$ cat src/hdl/rmr_pkg.sv
// Shared types, widths and helper functions for the rational multiply-and-reduce block.
package rmr_pkg;

	localparam int OPERAND_WIDTH = 16;
	localparam int FieldW = 16;
	localparam int OutW = 32;
	localparam int ProdW = 2 * OPERAND_WIDTH;
	localparam int KW = $clog2(ProdW);

	typedef logic signed [FieldW-1:0] field_t;
	typedef logic signed [OutW-1:0] out_t;
	typedef logic signed [OPERAND_WIDTH-1:0] operand_t;
	typedef logic signed [ProdW-1:0] prod_t;
	typedef logic [ProdW-1:0] mag_t;

	// Take the low OPERAND_WIDTH bits of a field, sign-extended; wider operands see it unsigned.
	function automatic operand_t ext_operand(input field_t raw);
		logic [OPERAND_WIDTH+FieldW-1:0] z;
		z = (OPERAND_WIDTH + FieldW)'(unsigned'(raw));
		return signed'(z[OPERAND_WIDTH-1:0]);
	endfunction

	// Low output bits of a product-width value.
	function automatic out_t to_out(input prod_t p);
		logic signed [ProdW+OutW-1:0] w;
		w = (ProdW + OutW)'(p);
		return signed'(w[OutW-1:0]);
	endfunction

	function automatic mag_t magnitude(input prod_t p);
		return p[ProdW-1] ? mag_t'(-p) : mag_t'(p);
	endfunction

endpackage

$ cat src/hdl/rmr_in_if.sv
// Operand channel: two signed fractions per transfer.
interface rmr_in_if;
	import rmr_pkg::*;

	logic   valid;
	logic   ready;
	field_t num_a;
	field_t den_a;
	field_t num_b;
	field_t den_b;

	modport source(output valid, output num_a, output den_a, output num_b, output den_b,
		input ready);
	modport sink(input valid, input num_a, input den_a, input num_b, input den_b,
		output ready);
endinterface

$ cat src/hdl/rmr_out_if.sv
// Result channel: one reduced fraction per transfer.
interface rmr_out_if;
	import rmr_pkg::*;

	logic valid;
	logic ready;
	out_t num_out;
	out_t den_out;

	modport source(output valid, output num_out, output den_out, input ready);
	modport sink(input valid, input num_out, input den_out, output ready);
endinterface

$ cat src/hdl/rational_multiply_reduce_top.sv
// Rational multiply with GCD reduction, built around one shared subtractor and a sequencer.
//
// The operands channel carries num_a/den_a and num_b/den_b; one transfer is taken when
// the sequencer is idle. The block forms num_a*num_b and den_a*den_b with one multiplier
// used twice, then, if both products are nonzero, finds their greatest common divisor
// with the binary GCD algorithm and divides both products by it
// with a restoring bit-serial divider. Signs are kept as they come: a negative
// denominator stays negative. A zero product skips reduction entirely.
// A zero product goes straight to the output. Otherwise the result follows the two
// multiplies, the removal of common factors of two, the GCD loop with one subtract or
// shift per cycle, and two divisions of the magnitudes by the GCD; the single subtractor
// serves both the GCD loop and the divisions.
// Items are handled one at a time; operands.ready is high only while idle.
// The finished result sits in an output register, so a new operand transfer can be
// taken while the receiver stalls; a second result then waits in the sequencer until
// the output register frees up. Reset clears the sequencer and the output valid.
module rational_multiply_reduce_top (
	input  logic      clk,
	input  logic      arst_n,
	rmr_in_if.sink    operands,
	rmr_out_if.source result
);
	import rmr_pkg::*;

	typedef enum logic [3:0] {
		S_IDLE,
		S_MULN,
		S_MULD,
		S_CHECK,
		S_TWOS,
		S_GCD,
		S_DIVN,
		S_DIVD,
		S_OUT
	} state_t;

	state_t          state_q;
	operand_t        na_q, da_q, nb_q, db_q;
	prod_t           pn_q, pd_q;
	mag_t            u_q, v_q, g_q, dq_q, rem_q;
	logic [KW-1:0]   k_q, cnt_q;
	out_t            num_red_q, den_red_q;
	out_t            res_num_q, res_den_q;
	logic            res_valid_q;

	operand_t        mul_a, mul_b;
	prod_t           mul_p;
	logic [ProdW:0]  sub_a, sub_b;
	logic [ProdW+1:0] sub_d;
	logic            borrow;
	mag_t            rem_next, dq_next;
	logic            div_last;
	logic            out_free;

	// The single multiplier serves the numerator product, then the denominator product.
	assign mul_a = (state_q == S_MULN) ? na_q : da_q;
	assign mul_b = (state_q == S_MULN) ? nb_q : db_q;
	assign mul_p = mul_a * mul_b;

	// The shared subtractor: GCD compare/subtract, or a restoring divide step.
	always_comb begin
		sub_a = '0;
		sub_b = '0;
		case (state_q)
			S_GCD: begin
				sub_a = {1'b0, u_q};
				sub_b = {1'b0, v_q};
			end
			S_DIVN, S_DIVD: begin
				sub_a = {rem_q, dq_q[ProdW-1]};
				sub_b = {1'b0, g_q};
			end
			default: begin
				sub_a = '0;
				sub_b = '0;
			end
		endcase
	end

	assign sub_d    = {1'b0, sub_a} - {1'b0, sub_b};
	assign borrow   = sub_d[ProdW+1];
	assign rem_next = borrow ? sub_a[ProdW-1:0] : sub_d[ProdW-1:0];
	assign dq_next  = {dq_q[ProdW-2:0], ~borrow};
	assign div_last = (cnt_q == KW'(ProdW - 1));
	assign out_free = !res_valid_q || result.ready;

	assign operands.ready = (state_q == S_IDLE);
	assign result.valid   = res_valid_q;
	assign result.num_out = res_num_q;
	assign result.den_out = res_den_q;

	always_ff @(posedge clk or negedge arst_n) begin
		if (!arst_n) begin
			state_q     <= S_IDLE;
			na_q        <= '0;
			da_q        <= '0;
			nb_q        <= '0;
			db_q        <= '0;
			pn_q        <= '0;
			pd_q        <= '0;
			u_q         <= '0;
			v_q         <= '0;
			g_q         <= '0;
			dq_q        <= '0;
			rem_q       <= '0;
			k_q         <= '0;
			cnt_q       <= '0;
			num_red_q   <= '0;
			den_red_q   <= '0;
			res_num_q   <= '0;
			res_den_q   <= '0;
			res_valid_q <= 1'b0;
		end else begin
			// The output register loads a finished result, or empties on a transfer.
			if (state_q == S_OUT && out_free) begin
				res_num_q   <= num_red_q;
				res_den_q   <= den_red_q;
				res_valid_q <= 1'b1;
			end else if (result.ready) begin
				res_valid_q <= 1'b0;
			end
			case (state_q)
				S_IDLE: begin
					if (operands.valid) begin
						na_q    <= ext_operand(operands.num_a);
						da_q    <= ext_operand(operands.den_a);
						nb_q    <= ext_operand(operands.num_b);
						db_q    <= ext_operand(operands.den_b);
						state_q <= S_MULN;
					end
				end
				S_MULN: begin
					pn_q    <= mul_p;
					state_q <= S_MULD;
				end
				S_MULD: begin
					pd_q    <= mul_p;
					state_q <= S_CHECK;
				end
				S_CHECK: begin
					if (pn_q == '0 || pd_q == '0) begin
						num_red_q <= to_out(pn_q);
						den_red_q <= to_out(pd_q);
						state_q   <= S_OUT;
					end else begin
						u_q     <= magnitude(pn_q);
						v_q     <= magnitude(pd_q);
						k_q     <= '0;
						state_q <= S_TWOS;
					end
				end
				S_TWOS: begin
					// Strip common factors of two; they are restored when the GCD is formed.
					if (u_q[0] || v_q[0]) begin
						state_q <= S_GCD;
					end else begin
						u_q <= u_q >> 1;
						v_q <= v_q >> 1;
						k_q <= k_q + KW'(1);
					end
				end
				S_GCD: begin
					if (!u_q[0]) begin
						u_q <= u_q >> 1;
					end else if (!v_q[0]) begin
						v_q <= v_q >> 1;
					end else if (sub_d == '0) begin
						g_q     <= u_q << k_q;
						dq_q    <= magnitude(pn_q);
						rem_q   <= '0;
						cnt_q   <= '0;
						state_q <= S_DIVN;
					end else if (!borrow) begin
						u_q <= sub_d[ProdW-1:0];
					end else begin
						// v - u is the negated difference.
						v_q <= mag_t'(~sub_d[ProdW-1:0]) + mag_t'(1);
					end
				end
				S_DIVN: begin
					if (div_last) begin
						num_red_q <= to_out(pn_q[ProdW-1] ? -prod_t'(dq_next) : prod_t'(dq_next));
						dq_q      <= magnitude(pd_q);
						rem_q     <= '0;
						cnt_q     <= '0;
						state_q   <= S_DIVD;
					end else begin
						rem_q <= rem_next;
						dq_q  <= dq_next;
						cnt_q <= cnt_q + KW'(1);
					end
				end
				S_DIVD: begin
					rem_q <= rem_next;
					dq_q  <= dq_next;
					cnt_q <= cnt_q + KW'(1);
					if (div_last) begin
						den_red_q <= to_out(pd_q[ProdW-1] ? -prod_t'(dq_next) : prod_t'(dq_next));
						state_q   <= S_OUT;
					end
				end
				S_OUT: begin
					if (out_free) begin
						state_q <= S_IDLE;
					end
				end
				default: begin
					state_q <= S_IDLE;
				end
			endcase
		end
	end

	// Neither GCD operand may reach zero while the loop runs.
	a_gcd_nonzero: assert property (@(posedge clk) disable iff (!arst_n)
		state_q == S_GCD |-> (u_q != '0 && v_q != '0))
		else $error("GCD operand reached zero");

	// Dividing by the GCD must leave no remainder.
	a_exact_div: assert property (@(posedge clk) disable iff (!arst_n)
		((state_q == S_DIVN || state_q == S_DIVD) && div_last) |-> rem_next == '0)
		else $error("division by GCD left a remainder");

	// After an operand transfer the sequencer is busy.
	a_busy_after_take: assert property (@(posedge clk) disable iff (!arst_n)
		(operands.valid && operands.ready) |=> !operands.ready)
		else $error("operands taken twice in a row");

	// Leaving the output state always presents a result.
	a_out_loaded: assert property (@(posedge clk) disable iff (!arst_n)
		(state_q == S_OUT && out_free) |=> result.valid)
		else $error("result not presented");

endmodule

$ cat src/flat_wrapper.sv
// flat-port wrapper written by rule: the top's interface ports become plain ports
module rational_multiply_reduce_top_flat import rmr_pkg::*;
  (clk, arst_n, operands_valid, operands_num_a, operands_den_a, operands_num_b, operands_den_b, operands_ready, result_valid, result_num_out, result_den_out, result_ready);
  rmr_in_if operands_i ();
  rmr_out_if result_i ();
  input  logic clk;
  input  logic arst_n;
  input wire logic [$bits(operands_i.valid)-1:0] operands_valid;
  input wire logic [$bits(operands_i.num_a)-1:0] operands_num_a;
  input wire logic [$bits(operands_i.den_a)-1:0] operands_den_a;
  input wire logic [$bits(operands_i.num_b)-1:0] operands_num_b;
  input wire logic [$bits(operands_i.den_b)-1:0] operands_den_b;
  output wire logic [$bits(operands_i.ready)-1:0] operands_ready;
  output wire logic [$bits(result_i.valid)-1:0] result_valid;
  output wire logic [$bits(result_i.num_out)-1:0] result_num_out;
  output wire logic [$bits(result_i.den_out)-1:0] result_den_out;
  input wire logic [$bits(result_i.ready)-1:0] result_ready;
  assign operands_i.valid = operands_valid;
  assign operands_i.num_a = operands_num_a;
  assign operands_i.den_a = operands_den_a;
  assign operands_i.num_b = operands_num_b;
  assign operands_i.den_b = operands_den_b;
  assign operands_ready = operands_i.ready;
  assign result_valid = result_i.valid;
  assign result_num_out = result_i.num_out;
  assign result_den_out = result_i.den_out;
  assign result_i.ready = result_ready;
  rational_multiply_reduce_top u_core (.clk(clk), .arst_n(arst_n), .operands(operands_i), .result(result_i));
endmodule
$ cat config.mk
export PLATFORM = sky130hd
export DESIGN_NAME = rational_multiply_reduce_top_flat
export DESIGN_NICKNAME = d
export VERILOG_FILES = /design/src/hdl/rmr_pkg.sv /design/src/hdl/rmr_in_if.sv /design/src/hdl/rmr_out_if.sv /design/src/hdl/rational_multiply_reduce_top.sv /design/src/flat_wrapper.sv
export SDC_FILE = /design/constraint.sdc
export NUM_CORES = 2
export LEC_CHECK = 0
export BUFFER_PORTS_ARGS = -buffer_cell sky130_fd_sc_hd__buf_2
export CORE_MARGIN = 1
export CORE_UTILIZATION = 55
export DETAILED_ROUTE_END_ITERATION = 10
export PLACE_DENSITY = 0.71
export SYNTH_ARGS = -nofsm -noshare
export SYNTH_HDL_FRONTEND = slang
export SYNTH_SLANG_ARGS = --single-unit
export TNS_END_PERCENT = 30
$ cat constraint.sdc
create_clock -name clk -period 11.3 [get_ports clk]
set_input_delay 2.26 -clock clk [delete_from_list [all_inputs] [get_ports clk]]
set_output_delay 2.26 -clock clk [all_outputs]
set_load 0.01 [all_outputs]
==> flow_summary.toml <==
[finish]
nFillCells = 5590
drive_gt1_share_pct = 12.7
diodes = 0
syn_to_final_growth_pct = 8.39
finalNetCount = 4356

[yosys]
synthesis.area_um2 = 35600
synthArstFlopShare_pct = 100
ys_top_cells_by_count = "nand2_1 (585), dfrtp_1 (431), inv_1 (326)"
yosysSeqAreaShare_pct = 30.3
synth.largest_area_cell = "dfrtp_1"
yosys.cell_types.count = 101
ys_ff_latch = 431
syn_nets = 4358
avgSynthCellArea_um2 = 9.12
synth_top_area_share_pct = 30.3
ys.flop_type = "dfrtp_1"
syn-instance-count = 3906
synth_most_common_cell = "nand2_1"
yosysWarnings = 0
synthTopCellsByArea = "dfrtp_1 (30%), fa_1 (15%), nand2_1 (6.2%)"
synth_edf_count = 0

[routing]
num_vias = 29690
vias_per_cell = 6.20
drtIter0Drc = 3532
ant_nets = 0
wl_per_cell_um = 22.9
wirelength_um = 110000
first_pass_iters = 8
drc_errors = 0

[timing]
fin_skew_ns = 0.0377
period_minus_slack_ns = 8.92
hold_violations = 0
slew_headroom_pct = 26.1
fmax_mhz = 112
fin_crit_sh_pct = 78.9
grt_setup_unrepaired = "false"
slew_viol_final = 0
tns_ns = 0
worst_pin_slew_ns = 1.10
setup_viol = 0

[floorplanning]
core_um2 = 63500
start_util_pct = 56.1
dieWidth_um = 257
die_h_um = 257
placementRows = 92
dieArea_um2 = 65800
ios = 134

[placement]
place_hpwl_um = 83100
portBuffers = 133
routabilityCongestion = 0.974

[cts]
htree_levels = 2
clk_latency_ns = 0.63
cts.sinks = 431
root_buffer = "clkbuf_16"
postCtsSetupBuffers = 0
clkSlewWorstSetupHoldPaths_ns = 0.06
clk_path_buf_depth = 3
cts_resized = 0
tritoncts = "done"
cts_buffers = 49
cts_hold_buf = 0

[setup_path]
required_ns = 11.78
arrival_ns = 9.40
setup.worst_path.start_class = "flip-flop"
reg2reg_slack_ns = 2.38
worstPathMaxFanout = 59
endpoint_kind = "flip-flop"
critPathKind = "reg -> reg"

[min_path]
hold_path.class = "reg -> reg"

[global_routing]
grt_first_pass_wirelength_um = 171000
grt_overflow = 0
grt_antenna_before_repair = 0
track_usage_pct = 33.5
grt_max_degree = 159
grt_pass1_vias = 28930

[run_status]
status = "completed"

[job]
cap_violations = 0
layer usage:
metal / share of wire [%] / wire length (um) / track usage [%]
met3: 8.0 / 8730 / 4.53
met2: 45 / 49500 / 51.7
met5: 0 / 0 / 0
met1: 41 / 45100 / 46.0
met4: 5.9 / 6460 / 17.4
area by class of cell:
type	instances	area, um2	share of cell area [%]
sequential	431	10800	27.9
timing repair buffer	184	1080	2.81
inverter	330	1240	3.21
multi-input combinational	2908	22800	58.9
clock buffer	65	1410	3.64
tap	846	1060	2.74
clock inverter	25	294	0.761
critical path, stage by stage, from the launching register on:
cell and delay, ns:
dfrtp_1 0.55, nand2b_1 0.31, nor3_2 0.20, buf_4 0.66, mux2i_1 0.81, nor2_1 0.17
fa_1 0.56, inv_1 0.05, fa_1 0.55, fa_1 0.43, fa_1 0.49, inv_1 0.06
fa_1 0.54, inv_1 0.06, fa_1 0.53, inv_1 0.04, ha_1 0.35, and3_1 0.19
a31oi_1 0.15, o21ai_0 0.46, nand2_1 0.17, o311ai_0 0.59, nor4_1 0.13, o41ai_1 0.44
xnor2_1 0.18, o21ai_0 0.09
worst paths after layout:
path | endpoint | cells past startpoint | start
worst max-delay path | u_core.pd_q[31]$_DFFE_PN0P_ | 25 | u_core.state_q[1]$_DFFE_PN0P_
worst min-delay path | u_core.den_red_q[22]$_DFFE_PN0P_ | 2 | u_core.den_red_q[22]$_DFFE_PN0P_
worst max register to register | u_core.pd_q[31]$_DFFE_PN0P_ | 25 | u_core.state_q[1]$_DFFE_PN0P_
worst min register to register | u_core.den_red_q[22]$_DFFE_PN0P_ | 2 | u_core.den_red_q[22]$_DFFE_PN0P_
max in group asynchronous | u_core.da_q[13]$_DFFE_PN0P_ | 2 | arst_n
min in group asynchronous | u_core.result.num_out[27]$_DFFE_PN0P_ | 1 | arst_n
per-stage QoR:
step / setup WS, ns / cell area (um2) / instances / util (%) / hold WS (ns)
final: 2.38 / 38600 / 4789 / 60.8 / 0.475
after global routing: 1.71 / 38600 / 4789 / 60.8 / 0.498
after CTS: 2.36 / 38600 / 4789 / 60.8 / 0.480
after detailed placement: 2.35 / 36900 / 4699 / 58.1 / 0.466
after global placement: 2.52 / 36900 / 4699 / 58.1 / 0.459
after floorplan: 3.25 / 35600 / 3906 / - / 0.446
logic make-up after synthesis:
logic type / Yosys count / synth area share (%)
and+or+nand+nor: 1164 / 14.4
xor gates and xnor gates: 202 / 4.99
DFF: 431 / 30.3
adders and majority gates: 384 / 19.0
buffers and inverters: 567 / 6.17
AOI/OAI and AO/OA: 903 / 16.9
muxes: 255 / 8.23
sequential cells by signal, indices dropped and copies added (netlist names):
name / flops
u_core.den_red_q: 32
u_core.dq_q: 32
u_core.g_q: 32
u_core.num_red_q: 32
u_core.pd_q: 32
u_core.v_q: 32
u_core.u_q: 32
u_core.na_q: 16
u_core.result.valid: 1
u_core.result.num_out: 32
u_core.k_q: 5
u_core.da_q: 16
u_core.pn_q: 32
u_core.result.den_out: 32
u_core.db_q: 16
u_core.nb_q: 16
u_core.rem_q: 32
u_core.state_q: 4
u_core.cnt_q: 5
placed cells by master, fill, tap and decap left out, drive strengths merged, types with 14 or more instances in the layout:
master and count:
ha 121, or2 19, o21ai 280, clkinv 18, nor3 42, xor2 99, and3 18, or4 14
mux2 154, o31ai 49, a221oi 22, buf 184, a21o 44, mux4 15, mux2i 86, a2bb2oi 20
nor2b 17, clkbuf 65, dfrtp 431, nand2 586, a22oi 41, a22o 42, nor4 14, o2bb2ai 45
a211oi 25, xnor2 103, a31oi 15, nand4 20, fa 263, nand3 27, o211ai 19, and2 17
or3 48, nand2b 19, a21oi 166, o311ai 17, inv 328, nor2 297
Power is left out: the tool's default activity adds up to more than one toggle a clock period on the data nets, which glitch-free logic cannot reach.
